`src/cbpa_pkg.sv`:
```
package cbpa_pkg;

	localparam int SMALL_BUFFERS = 1024;
	localparam int LARGE_BUFFERS = 128;
	localparam int BATCH         = 32;
	localparam int WAITERS       = 64;

	localparam int LEN_W     = 21;
	localparam int HANDLE_W  = 10;
	localparam int WID_W     = 6;
	localparam int STAT_W    = 4;
	localparam int CNTR_W    = 32;
	localparam int STGT_W    = 11;
	localparam int LTGT_W    = 8;
	localparam int TGT_W     = STGT_W;
	localparam int CFG_IDX_W = 2;
	localparam int CFG_DAT_W = LEN_W;

	localparam int IDX_W    = $clog2(SMALL_BUFFERS);
	localparam int CNT_W    = $clog2(SMALL_BUFFERS + 1);
	localparam int WQ_IDX_W = (WAITERS > 1) ? $clog2(WAITERS) : 1;
	localparam int WQ_CNT_W = $clog2(WAITERS + 1);
	localparam int BATCH_W  = $clog2(BATCH + 1);

	localparam logic [1:0] FN_GET   = 2'd0;
	localparam logic [1:0] FN_PUT   = 2'd1;
	localparam logic [1:0] FN_ABORT = 2'd2;

	localparam logic [CFG_IDX_W-1:0] CFG_SMALL_LIMIT  = 2'd0;
	localparam logic [CFG_IDX_W-1:0] CFG_SMALL_TARGET = 2'd1;
	localparam logic [CFG_IDX_W-1:0] CFG_LARGE_TARGET = 2'd2;

	localparam logic [LEN_W-1:0]  RST_SMALL_LIMIT  = 21'd8192;
	localparam logic [STGT_W-1:0] RST_SMALL_TARGET = 11'd128;
	localparam logic [LTGT_W-1:0] RST_LARGE_TARGET = 8'd16;

	typedef enum logic [STAT_W-1:0] {
		ST_CACHE_HIT   = 4'd0,
		ST_CENTRAL_HIT = 4'd1,
		ST_QUEUED      = 4'd2,
		ST_NONE        = 4'd3,
		ST_HANDED      = 4'd4,
		ST_CACHED      = 4'd5,
		ST_TO_CENTRAL  = 4'd6,
		ST_ABORTED     = 4'd7,
		ST_NOT_FOUND   = 4'd8
	} status_t;

	typedef struct packed {
		logic [1:0]          func;
		logic [LEN_W-1:0]    request_length;
		logic [HANDLE_W-1:0] buffer_handle;
		logic [WID_W-1:0]    waiter_id;
		logic                waiter_valid;
	} req_t;

	typedef struct packed {
		status_t             status;
		logic [HANDLE_W-1:0] granted_handle;
		logic [WID_W-1:0]    served_waiter;
		logic                size_class;
		logic [CNTR_W-1:0]   cache_hits;
		logic [CNTR_W-1:0]   central_hits;
		logic [CNTR_W-1:0]   retries;
	} rsp_t;

	typedef struct packed {
		logic [1:0]          func;
		logic                cls;
		logic [HANDLE_W-1:0] handle;
		logic [WID_W-1:0]    wid;
		logic                wvalid;
		logic [TGT_W-1:0]    target;
	} cmd_t;

	typedef enum logic [3:0] {
		BS_IDLE, BS_DISPATCH, BS_HIT, BS_MV_RD, BS_MV_WR, BS_SERVE,
		BS_FL_RD, BS_FL_WR, BS_AB_RD, BS_AB_CMP, BS_SH_RD, BS_SH_WR, BS_DONE
	} bstate_t;

	function automatic logic [CNT_W-1:0] cap_of(input logic cls);
		return cls ? CNT_W'(LARGE_BUFFERS) : CNT_W'(SMALL_BUFFERS);
	endfunction

	// ring index (base + off) modulo the class capacity; off never exceeds cap
	function automatic logic [IDX_W-1:0] cen_wrap(input logic [IDX_W-1:0] base,
			input logic [CNT_W-1:0] off, input logic [CNT_W-1:0] cap);
		logic [CNT_W:0] s;
		s = {1'b0, CNT_W'(base)} + {1'b0, off};
		if (s >= {1'b0, cap}) begin
			s = s - {1'b0, cap};
		end
		return s[IDX_W-1:0];
	endfunction

	function automatic logic [WQ_IDX_W-1:0] wq_wrap(input logic [WQ_IDX_W-1:0] base,
			input logic [WQ_CNT_W-1:0] off);
		logic [WQ_CNT_W+1:0] s;
		s = (WQ_CNT_W+2)'(base) + (WQ_CNT_W+2)'(off);
		if (s >= (WQ_CNT_W+2)'(WAITERS)) begin
			s = s - (WQ_CNT_W+2)'(WAITERS);
		end
		return s[WQ_IDX_W-1:0];
	endfunction

endpackage

```
`src/cbpa_cmd_queue.sv`:
```
module cbpa_cmd_queue (
	input  logic           clk,
	input  logic           arst_n,
	input  logic           push,
	input  cbpa_pkg::cmd_t push_cmd,
	output logic           full,
	output logic           pop_valid,
	input  logic           pop,
	output cbpa_pkg::cmd_t pop_cmd
);
	import cbpa_pkg::*;

	cmd_t       ent_q [2];
	logic       wr_q;
	logic       rd_q;
	logic [1:0] cnt_q;

	assign full      = (cnt_q == 2'd2);
	assign pop_valid = (cnt_q != 2'd0);
	assign pop_cmd   = ent_q[rd_q];

	always_ff @(posedge clk) begin
		if (push) begin
			ent_q[wr_q] <= push_cmd;
		end
	end

	always_ff @(posedge clk or negedge arst_n) begin
		if (!arst_n) begin
			wr_q  <= 1'b0;
			rd_q  <= 1'b0;
			cnt_q <= 2'd0;
		end else begin
			if (push) begin
				wr_q <= ~wr_q;
			end
			if (pop) begin
				rd_q <= ~rd_q;
			end
			cnt_q <= cnt_q + 2'(push) - 2'(pop);
		end
	end

endmodule

```
`config.mk`:
```
export PLATFORM = sky130hd
export DESIGN_NAME = cbpa_cmd_queue
export DESIGN_NICKNAME = d
export VERILOG_FILES = /design/src/cbpa_pkg.sv /design/src/cbpa_cmd_queue.sv
export SDC_FILE = /design/constraint.sdc
export NUM_CORES = 1
export LEC_CHECK = 0
export BUFFER_PORTS_ARGS = -buffer_cell sky130_fd_sc_hd__buf_2
export CORE_ASPECT_RATIO = 0.9
export CORE_MARGIN = 4
export CORE_UTILIZATION = 56
export DETAILED_ROUTE_END_ITERATION = 6
export GPL_ROUTABILITY_DRIVEN = 0
export MAX_ROUTING_LAYER = met4
export PLACE_DENSITY = 0.81
export SLEW_MARGIN = 20
export SYNTH_ARGS = -nofsm -noshare
export SYNTH_HDL_FRONTEND = slang
export SYNTH_SLANG_ARGS = --single-unit
```
`constraint.sdc`:
```
create_clock -name clk -period 3.94 [get_ports clk]
set_input_delay 0 -clock clk [delete_from_list [all_inputs] [get_ports clk]]
set_output_delay 0 -clock clk [all_outputs]
set_load 0.01 [all_outputs]
```
==> run summary <==
Storage cell area = 1960 um2
full die area = 5780 um2
largest net degree at the start of global routing = 33
Multi-input gate area = 557 um2
crit-path max cell delay = 1020 ps
Sink Count = 66
CP max stage cell = dfrtp_2
first-pass GRT wire length = 7470 um
Initial Utilization = 0.581
Core ar. = 4460 um2
Ports = 68
drt total wl = 4720 um
Crit Path Max Fanout = 32
PortBufs = 67
Vias = 1357
area added between synthesis and finish = 34.5%
status = finished clean
Crit path buffers/inverters = 1
fin crit share = 0.492
Top delay family on crit path = flip-flops
RSZ-0062 raised after global routing = false
Syn Inst Count = 112
number of global-route vias before repair = 1544
fin cells = 289
worst path arrival time = 1940 ps
Root Driver = clkbuf_8
mean post-synth cell area = 23.1 um2
gr usage total = 0.185
Resize count post-CTS = 0
clk buf depth = 2
H-tree Lvls = 3
Worst Tran Pin Value = 987 ps
Worst setup SP type = flip-flop
ANT cells = 0
Iter 0 DRT Violations = 84
worst skew pair latency = 330 ps
post-synthesis sequential area ratio = 0.757
utilization after layout = 0.781
Site Rows = 23
fillcell total = 264
CTS tree = built
clock buffer count from CTS = 9
Final nets = 259
Worst VDD drop = 0.552 mV
post-route antenna net violation count = 0
final setup fails = 0
DR vias/cell = 4.70
Inst Count DP = 238
Power per Cell Area = 653 nW/um2
WP data required = 3940 ps
Tmin final = 1940 ps
#FFs+latches synth = 66
worst path cell trace = mux2_2, buf_2
Worst Skew = 8.68 ps
Unique masters post-synth = 13
hold buffers post-CTS = 35
fin. max-slew vios = 0
setup TNS = 0 ps
first-pass iteration count of the detailed router = 3
WS Path Type = reg2out
Mapped Area = 2590 um2
die height = 72.5 um
Fin. Hold Viols = 0
leakage power figure = 1.45 nW
antenna violations before repair = 0
Critical Path End Type = primary output
drt wl/cell = 16.3 um
residual DRC count = 0
Hold WC Path Type = in2reg
proportion of layout cells with a drive suffix above 1 = 0.515
Die X = 79.7 um
gr ovfl total = 0
Synthesized Nets = 149
max-cap viol count = 0
normalized max-slew margin = 0.342
Max Fclk = 516 MHz
Setup Fix Bufs, Post-CTS = 0
clock slew at reported path FFs = 70 ps
YS warnings = 0
area by class of cell:
type                    instances  area share
repair buffers                103       0.199
inverters                       2     0.00216
clock buffers                  10      0.0366
multi-input cells              40       0.160
well taps                      62      0.0223
clock inverters                 6      0.0165
flip-flops and latches         66       0.564
stage by stage:
| step | total power [mW] | instance area (um2) | hold WS, ps | worst slack [ps] |
|---|---|---|---|---|
| 5_1_grt | 2.38 | 3480 | 383 | 1910 |
| 2_1_floorplan | 1.56 | 2590 | -296 | 1720 |
| 3_3_place_gp | 1.70 | 2950 | -191 | 2400 |
| 4_1_cts | 2.29 | 3480 | 372 | 1970 |
| 3_5_place_dp | 1.74 | 2950 | -188 | 2340 |
| 6_report | 2.27 | 3480 | 395 | 2000 |
cells in the mapped netlist:
library cell,n,share of area
buf_6,1,0.0043
buf_12,3,0.023
xor3_1,1,0.0092
mux2_2,2,0.0087
edfxtp_1,62,0.72
xor2_1,2,0.0068
dfrtp_1,4,0.039
and2_1,1,0.0024
nor2b_1,2,0.0048
inv_1,2,0.0029
mux2_4,29,0.17
ha_1,2,0.0097
or2_2,1,0.0024
final timing paths:
check                             startpoint            to  slack (ps)  depth (start not counted)
worst max-delay path                    rd_q   pop_cmd[30]        2000                          2
worst min register to register          wr_q          wr_q         560                          1
max in group asynchronous             arst_n          rd_q        3190                          3
min in group asynchronous             arst_n          rd_q         570                          3
worst min-delay path            push_cmd[21]  ent_q[0][21]         390                          2
worst max register to register          wr_q  ent_q[0][11]        2410                          1
power by group:
part | switching, mW | leakage [nW] | internal, mW | total (mW)
sequential | 0.135 | 0.628 | 0.936 | 1.07
combinational | 0.268 | 0.725 | 0.401 | 0.669
clock | 0.246 | 0.0958 | 0.288 | 0.533
cells by family (layout without fill, tap and decap cells):
kind of cell               count (synthesis)  count (layout)  share of synthesized area
and+or+nand+nor                            4               4                    0.00966
xor gates and xnor gates                   3               3                     0.0159
DFF                                       66              66                      0.757
adders and majority gates                  2               2                    0.00966
muxes                                     31              31                      0.177
buffers and inverters                      6             121                     0.0304
routing by layer:
layer / vias to the layer above / wire length [um] / track usage
li1: 654 / - / -
met2: 44 / 2510 / 0.310
met1: 654 / 1880 / 0.208
met3: 5 / 300 / 0.0732
met5: - / 0 / -
met4: 0 / 29 / 0.0496
flip-flops by register name, summed over array words and instances (netlist names):
| signal | flops |
|---|---|
| wr_q | 1 |
| ent_q | 62 |
| rd_q | 1 |
| cnt_q | 2 |
layout by cell type (no fill, tap or decap), drive strengths merged:
cell type    Yosys  layout
dlygate4sd3      0      35
buf              4      68
xor3             1       1
clkbuf           0      10
mux2            31      31
inv              2       2
dfrtp            4       4
edfxtp          62      62
clkinv           0       4
clkinvlp         0       1
ha               2       2
or2              1       1
bufinv           0       1
and2             1       1
xor2             2       2
nor2b            2       2
(Power assumes the default switching activity.)
