===== src/cbpa_pkg.sv =====
package cbpa_pkg;

	localparam int SMALL_BUFFERS = 1024;
	localparam int LARGE_BUFFERS = 128;
	localparam int BATCH         = 32;
	localparam int WAITERS       = 64;

	localparam int LEN_W     = 21;
	localparam int HANDLE_W  = 10;
	localparam int WID_W     = 6;
	localparam int STAT_W    = 4;
	localparam int CNTR_W    = 32;
	localparam int STGT_W    = 11;
	localparam int LTGT_W    = 8;
	localparam int TGT_W     = STGT_W;
	localparam int CFG_IDX_W = 2;
	localparam int CFG_DAT_W = LEN_W;

	localparam int IDX_W    = $clog2(SMALL_BUFFERS);
	localparam int CNT_W    = $clog2(SMALL_BUFFERS + 1);
	localparam int WQ_IDX_W = (WAITERS > 1) ? $clog2(WAITERS) : 1;
	localparam int WQ_CNT_W = $clog2(WAITERS + 1);
	localparam int BATCH_W  = $clog2(BATCH + 1);

	localparam logic [1:0] FN_GET   = 2'd0;
	localparam logic [1:0] FN_PUT   = 2'd1;
	localparam logic [1:0] FN_ABORT = 2'd2;

	localparam logic [CFG_IDX_W-1:0] CFG_SMALL_LIMIT  = 2'd0;
	localparam logic [CFG_IDX_W-1:0] CFG_SMALL_TARGET = 2'd1;
	localparam logic [CFG_IDX_W-1:0] CFG_LARGE_TARGET = 2'd2;

	localparam logic [LEN_W-1:0]  RST_SMALL_LIMIT  = 21'd8192;
	localparam logic [STGT_W-1:0] RST_SMALL_TARGET = 11'd128;
	localparam logic [LTGT_W-1:0] RST_LARGE_TARGET = 8'd16;

	typedef enum logic [STAT_W-1:0] {
		ST_CACHE_HIT   = 4'd0,
		ST_CENTRAL_HIT = 4'd1,
		ST_QUEUED      = 4'd2,
		ST_NONE        = 4'd3,
		ST_HANDED      = 4'd4,
		ST_CACHED      = 4'd5,
		ST_TO_CENTRAL  = 4'd6,
		ST_ABORTED     = 4'd7,
		ST_NOT_FOUND   = 4'd8
	} status_t;

	typedef struct packed {
		logic [1:0]          func;
		logic [LEN_W-1:0]    request_length;
		logic [HANDLE_W-1:0] buffer_handle;
		logic [WID_W-1:0]    waiter_id;
		logic                waiter_valid;
	} req_t;

	typedef struct packed {
		status_t             status;
		logic [HANDLE_W-1:0] granted_handle;
		logic [WID_W-1:0]    served_waiter;
		logic                size_class;
		logic [CNTR_W-1:0]   cache_hits;
		logic [CNTR_W-1:0]   central_hits;
		logic [CNTR_W-1:0]   retries;
	} rsp_t;

	typedef struct packed {
		logic [1:0]          func;
		logic                cls;
		logic [HANDLE_W-1:0] handle;
		logic [WID_W-1:0]    wid;
		logic                wvalid;
		logic [TGT_W-1:0]    target;
	} cmd_t;

	typedef enum logic [3:0] {
		BS_IDLE, BS_DISPATCH, BS_HIT, BS_MV_RD, BS_MV_WR, BS_SERVE,
		BS_FL_RD, BS_FL_WR, BS_AB_RD, BS_AB_CMP, BS_SH_RD, BS_SH_WR, BS_DONE
	} bstate_t;

	function automatic logic [CNT_W-1:0] cap_of(input logic cls);
		return cls ? CNT_W'(LARGE_BUFFERS) : CNT_W'(SMALL_BUFFERS);
	endfunction

	// ring index (base + off) modulo the class capacity; off never exceeds cap
	function automatic logic [IDX_W-1:0] cen_wrap(input logic [IDX_W-1:0] base,
			input logic [CNT_W-1:0] off, input logic [CNT_W-1:0] cap);
		logic [CNT_W:0] s;
		s = {1'b0, CNT_W'(base)} + {1'b0, off};
		if (s >= {1'b0, cap}) begin
			s = s - {1'b0, cap};
		end
		return s[IDX_W-1:0];
	endfunction

	function automatic logic [WQ_IDX_W-1:0] wq_wrap(input logic [WQ_IDX_W-1:0] base,
			input logic [WQ_CNT_W-1:0] off);
		logic [WQ_CNT_W+1:0] s;
		s = (WQ_CNT_W+2)'(base) + (WQ_CNT_W+2)'(off);
		if (s >= (WQ_CNT_W+2)'(WAITERS)) begin
			s = s - (WQ_CNT_W+2)'(WAITERS);
		end
		return s[WQ_IDX_W-1:0];
	endfunction

endpackage


===== src/cbpa_front.sv =====
module cbpa_front (
	input  logic                      clk,
	input  logic                      arst_n,
	input  logic                      req_valid,
	output logic                      req_stall,
	input  cbpa_pkg::req_t            req,
	input  logic                      cfg_valid,
	output logic                      cfg_ready,
	input  logic [cbpa_pkg::CFG_IDX_W-1:0] cfg_index,
	input  logic [cbpa_pkg::CFG_DAT_W-1:0] cfg_data,
	output logic                      push,
	output cbpa_pkg::cmd_t            push_cmd,
	input  logic                      q_full
);
	import cbpa_pkg::*;

	logic [LEN_W-1:0]  small_limit_q;
	logic [STGT_W-1:0] small_target_q;
	logic [LTGT_W-1:0] large_target_q;
	logic              cls;

	assign cfg_ready = 1'b1;

	always_ff @(posedge clk or negedge arst_n) begin
		if (!arst_n) begin
			small_limit_q  <= RST_SMALL_LIMIT;
			small_target_q <= RST_SMALL_TARGET;
			large_target_q <= RST_LARGE_TARGET;
		end else if (cfg_valid) begin
			case (cfg_index)
				CFG_SMALL_LIMIT:  small_limit_q  <= cfg_data[LEN_W-1:0];
				CFG_SMALL_TARGET: small_target_q <= cfg_data[STGT_W-1:0];
				CFG_LARGE_TARGET: large_target_q <= cfg_data[LTGT_W-1:0];
				default: ;
			endcase
		end
	end

	assign cls       = (req.request_length > small_limit_q);
	assign req_stall = q_full;
	assign push      = req_valid && !q_full;

	always_comb begin
		push_cmd.func   = req.func;
		push_cmd.cls    = cls;
		push_cmd.handle = req.buffer_handle;
		push_cmd.wid    = req.waiter_id;
		push_cmd.wvalid = req.waiter_valid;
		push_cmd.target = cls ? TGT_W'(large_target_q) : small_target_q;
	end

endmodule


===== config.mk =====
export PLATFORM = sky130hd
export DESIGN_NAME = cbpa_front
export DESIGN_NICKNAME = d
export VERILOG_FILES = /design/src/cbpa_pkg.sv /design/src/cbpa_front.sv
export SDC_FILE = /design/constraint.sdc
export NUM_CORES = 1
export LEC_CHECK = 0
export BUFFER_PORTS_ARGS = -buffer_cell sky130_fd_sc_hd__buf_2
export CAP_MARGIN = 10
export CORE_UTILIZATION = 44
export CTS_BUF_LIST = sky130_fd_sc_hd__clkbuf_16
export CTS_CLUSTER_SIZE = 16
export DETAILED_ROUTE_END_ITERATION = 10
export HOLD_SLACK_MARGIN = 0.1
export MAX_ROUTING_LAYER = met4
export PLACE_DENSITY = 0.75
export SETUP_SLACK_MARGIN = 0.1
export SLEW_MARGIN = 15
export SYNTH_ARGS = -nofsm -noshare
export SYNTH_HDL_FRONTEND = slang
export SYNTH_SLANG_ARGS = --single-unit

===== constraint.sdc =====
create_clock -name clk -period 2.6 [get_ports clk]
set_input_delay 0.13 -clock clk [delete_from_list [all_inputs] [get_ports clk]]
set_output_delay 0.13 -clock clk [all_outputs]
set_load 0.03 [all_outputs]

==> results_tabular.tex <==
\begin{tabular}{lr}
\hline
Metric & Value \\
\hline
\multicolumn{2}{l}{\textbf{Critical path}} \\
\quad Worst Reg2Reg Path Length in Cells & 4 \\
\quad Data arrival, critical path & 2.64 ns \\
\quad Peak fanout along the critical path & 4 \\
\quad Critical path class & reg2out \\
\quad Crit. End Element & primary output \\
\quad Critical Path RT & 2.47 ns \\
\quad Startpoint type of the worst setup path & register \\
\multicolumn{2}{l}{\textbf{Yosys}} \\
\quad Dominant cells by area after synthesis & sky130\_fd\_sc\_hd\_\_dfrtp\_1 40\%, sky130\_fd\_sc\_hd\_\_ha\_1 11\%, sky130\_fd\_sc\_hd\_\_mux2\_2 11\% \\
\quad Complex-gate fraction of the synthesized area & 8.60\% \\
\quad Most frequent cell after synthesis & sky130\_fd\_sc\_hd\_\_dfrtp\_1 \\
\quad Seq cells post-synth & 40 \\
\quad Number of instances in the synthesized netlist & 220 \\
\quad Cell area after synthesis & 2300 sq um \\
\quad Post-synth top area share & 40.3\% \\
\quad Post-Synth Simple-Gate Area & 9.03\% \\
\quad Leading cell types by count after synthesis & 37 x sky130\_fd\_sc\_hd\_\_dfrtp\_1, 24 x sky130\_fd\_sc\_hd\_\_inv\_1, 24 x sky130\_fd\_sc\_hd\_\_nand2\_1 \\
\quad Synthesized net count & 309 \\
\quad Dominant combinational cell family by area after synthesis & multiplexers \\
\quad Portion of the post-synthesis area used by sequential elements & 43.7\% \\
\quad Post-synth EDFFs & 0 \\
\quad Mean instance size in the synthesized netlist & 10.5 sq um \\
\quad Cell type contributing the most total cell area after synthesis & sky130\_fd\_sc\_hd\_\_dfrtp\_1 \\
\quad Most used flip-flop cell after synthesis & sky130\_fd\_sc\_hd\_\_dfrtp\_1 \\
\quad Fraction of registers with async set or reset after synthesis & 100\% \\
\quad Share of cell area taken by muxes after synthesis & 14.7\% \\
\quad XOR/XNOR Fraction of Synth Area & 0\% \\
\quad Adder and majority cell fraction of the synthesized area & 11.4\% \\
\quad Number of synthesis warnings & 0 \\
\quad Unique masters post-synth & 28 \\
\multicolumn{2}{l}{\textbf{Finish}} \\
\quad Count of inserted antenna diode cells & 0 \\
\quad Area growth from synthesis to layout & 37.8\% \\
\quad Layout Cell Area excl Fill & 3170 sq um \\
\quad Final \#Nets & 378 \\
\quad Final design utilization & 64.9\% \\
\quad Layout cells sized above 1 & 46.9\% \\
\multicolumn{2}{l}{\textbf{Placement}} \\
\quad Detailed Place HPWL & 3.25 mm \\
\quad Routability Congestion & 0.730 \\
\quad Area after detailed placement & 2560 sq um \\
\quad Total of buffers placed on input and output ports & 62 \\
\multicolumn{2}{l}{\textbf{Die}} \\
\quad Starting density of the core & 47.1\% \\
\quad Ports placed on the boundary & 102 \\
\quad Die Span Y & 74.3 um \\
\quad Die Span X & 74.3 um \\
\quad Core ar. & 4880 sq um \\
\quad Number of rows in the core area & 25 \\
\quad Total die area & 5520 sq um \\
\multicolumn{2}{l}{\textbf{GRT}} \\
\quad Vias in the first global route & 1807 \\
\quad Overall routing resource usage & 20.1\% \\
\quad Remaining global-route overflow & 0 \\
\quad Initial antenna violation count & 0 \\
\quad Maximum number of pins on one net before global-route repair & 41 \\
\quad Global-route wire length before repair & 7.99 mm \\
\multicolumn{2}{l}{\textbf{Hold path}} \\
\quad Worst min-delay path class & in2reg \\
\quad Hold-critical path depth & 3 \\
\multicolumn{2}{l}{\textbf{Routing}} \\
\quad DRT Wirelength & 4.97 mm \\
\quad Post-route ant nets & 0 \\
\quad Drt first pass iters & 4 \\
\quad Drt drc & 0 \\
\quad Number of vias in the routed layout & 1768 \\
\quad Routed vias/inst & 4.95 \\
\quad DRC marker count from the first detailed-route iteration & 89 \\
\quad Routed len/inst & 13.9 um \\
\multicolumn{2}{l}{\textbf{Flow run}} \\
\quad Max Cap Viol & 0 \\
\multicolumn{2}{l}{\textbf{Clock tree}} \\
\quad Clk slew on worst S/H paths & 0.06 ns \\
\quad Sink count of the clock tree & 40 \\
\quad Master cell of the clock root buffer & sky130\_fd\_sc\_hd\_\_clkbuf\_16 \\
\quad TritonCTS clock tree & done \\
\quad Level count of the clock H-tree & 2 \\
\quad Max clock buf depth & 2 \\
\quad Clock latency on the worst-skew pair & 0.28 ns \\
\quad CTS buffer count & 5 \\
\multicolumn{2}{l}{\textbf{Pwr}} \\
\quad Pwr per Cell Area & 738 nW/um\^{}2 \\
\quad Leak & 1.52 nW \\
\quad VDD IR-drop max & 0.000408 V \\
\multicolumn{2}{l}{\textbf{Outcome}} \\
\quad Outcome & complete, but fails checks \\
\quad Failing checks & negative setup slack \\
\multicolumn{2}{l}{\textbf{STA}} \\
\quad Worst Clk Skew & 0 ns \\
\quad RSZ-0062 raised after global routing & true \\
\quad Worst-margin pin slew & 0.900 ns \\
\quad Number of failing hold endpoints at the final stage & 0 \\
\quad Total count of max-transition violations in the final report & 0 \\
\quad Max Clk Rate & 360 MHz \\
\quad Max-slew headroom at the worst pin & 40.0\% \\
\quad Final setup margin & -0.174 ns \\
\quad Final count of negative-setup-slack endpoints & 12 \\
\quad Final period utilization & 107\% \\
\quad Final critical path time including I/O delays and setup & 2.77 ns \\
\hline
\end{tabular}
## layout by cell type, fill, tap and decap left out, drive strengths merged, types with 2 or more instances in the layout
master	n
nand3b	2
dfstp	3
buf	72
nand4	5
ha	21
dlygate4sd3	17
dfrtp	37
o21ai	24
a21oi	6
inv	25
and2	4
a221oi	3
nand3	2
clkbuf	6
mux2	28
nand2	24
## layout make-up
| class | instances | area [sq um] |
|---|---|---|
| multi-input combinational | 128 | 1130 |
| fill | 403 | 1710 |
| timing repair buffer | 90 | 688 |
| clock inverter | 3 | 46.3 |
| clock buffer | 5 | 125 |
| tap | 67 | 83.8 |
| sequential | 40 | 1000 |
| inverter | 24 | 90.1 |
## cell families after synthesis
| group | count (synthesis) |
|---|---|
| compound gates | 35 |
| mux | 28 |
| simple gates | 43 |
| flops | 40 |
| other cells | 1 |
| buf+inv | 52 |
| fa+ha+maj | 21 |
## report_power, final
part | leakage [nW] | internal [W] | switching, W
Combinational | 0.959 | 0.000441 | 0.000401
Clock | 0.0804 | 0.000456 | 0.000253
Sequential | 0.478 | 0.000740 | 0.0000467
## final timing paths
| path | from | to | slack [ns] |
|---|---|---|---|
| worst max-delay path | small_limit_q[13] | push_cmd[6] | -0.17 |
| worst min-delay path | cfg_data[3] | small_limit_q[3] | 0.1 |
| worst max register to register | small_limit_q[13] | small_limit_q[13] | 1.52 |
| worst min register to register | large_target_q[7] | large_target_q[7] | 0.50 |
| max in group asynchronous | arst_n | small_limit_q[0] | 1.52 |
| min in group asynchronous | arst_n | small_limit_q[17] | 0.52 |
## per-layer routing
| layer | track usage [%] | part of all wire [%] | wire length (um) |
|---|---|---|---|
| met4 | 5.66 | 0.34 | 17 |
| met2 | 32.9 | 49 | 2420 |
| met5 | - | 0 | 0 |
| met1 | 24.5 | 46 | 2280 |
| met3 | 5.28 | 5.1 | 255 |
## state kept, by name (all words and copies together), names as in the netlist
signal          flops
small_limit_q      21
small_target_q     11
large_target_q      8
## through the flow
stage | setup TNS (ns) | instances | total power (W) | hold slack, ns | setup slack (ns)
2_1_floorplan | 0 | 220 | 0.00129 | -0.166 | 0.214
3_3_place_gp | 0 | 325 | 0.00141 | 0.260 | 0.0765
3_5_place_dp | 0 | 325 | 0.00143 | 0.260 | 0.0365
4_1_cts | -1.23 | 355 | 0.00232 | 0.102 | -0.142
5_1_grt | -2.47 | 357 | 0.00247 | 0.111 | -0.247
6_report | -1.57 | 357 | 0.00234 | 0.0987 | -0.174
## worst max-delay path: stages, from the launching register on
cell and delay [ns]:
sky130_fd_sc_hd__dfstp_2 0.53, sky130_fd_sc_hd__inv_2 0.05, sky130_fd_sc_hd__ha_4 0.20, sky130_fd_sc_hd__nand4_1 0.09, sky130_fd_sc_hd__buf_4 0.14, sky130_fd_sc_hd__buf_6 0.09
sky130_fd_sc_hd__inv_2 0.03, sky130_fd_sc_hd__a221oi_2 0.29, sky130_fd_sc_hd__nor2_2 0.09, sky130_fd_sc_hd__o21ai_4 0.24, sky130_fd_sc_hd__clkbuf_16 0.19, sky130_fd_sc_hd__mux2_4 0.30
sky130_fd_sc_hd__buf_6 0.14
## what timing repair did
action,in CTS,in global routing
hold endpoints to repair,54,0
hold buffers,17,0
pin swaps,11,6
setup buffers,4,2
setup endpoints to repair,12,12
gates resized for setup,42,11
cloned,1,0
No activity file was read; power rests on OpenSTA's default activity.
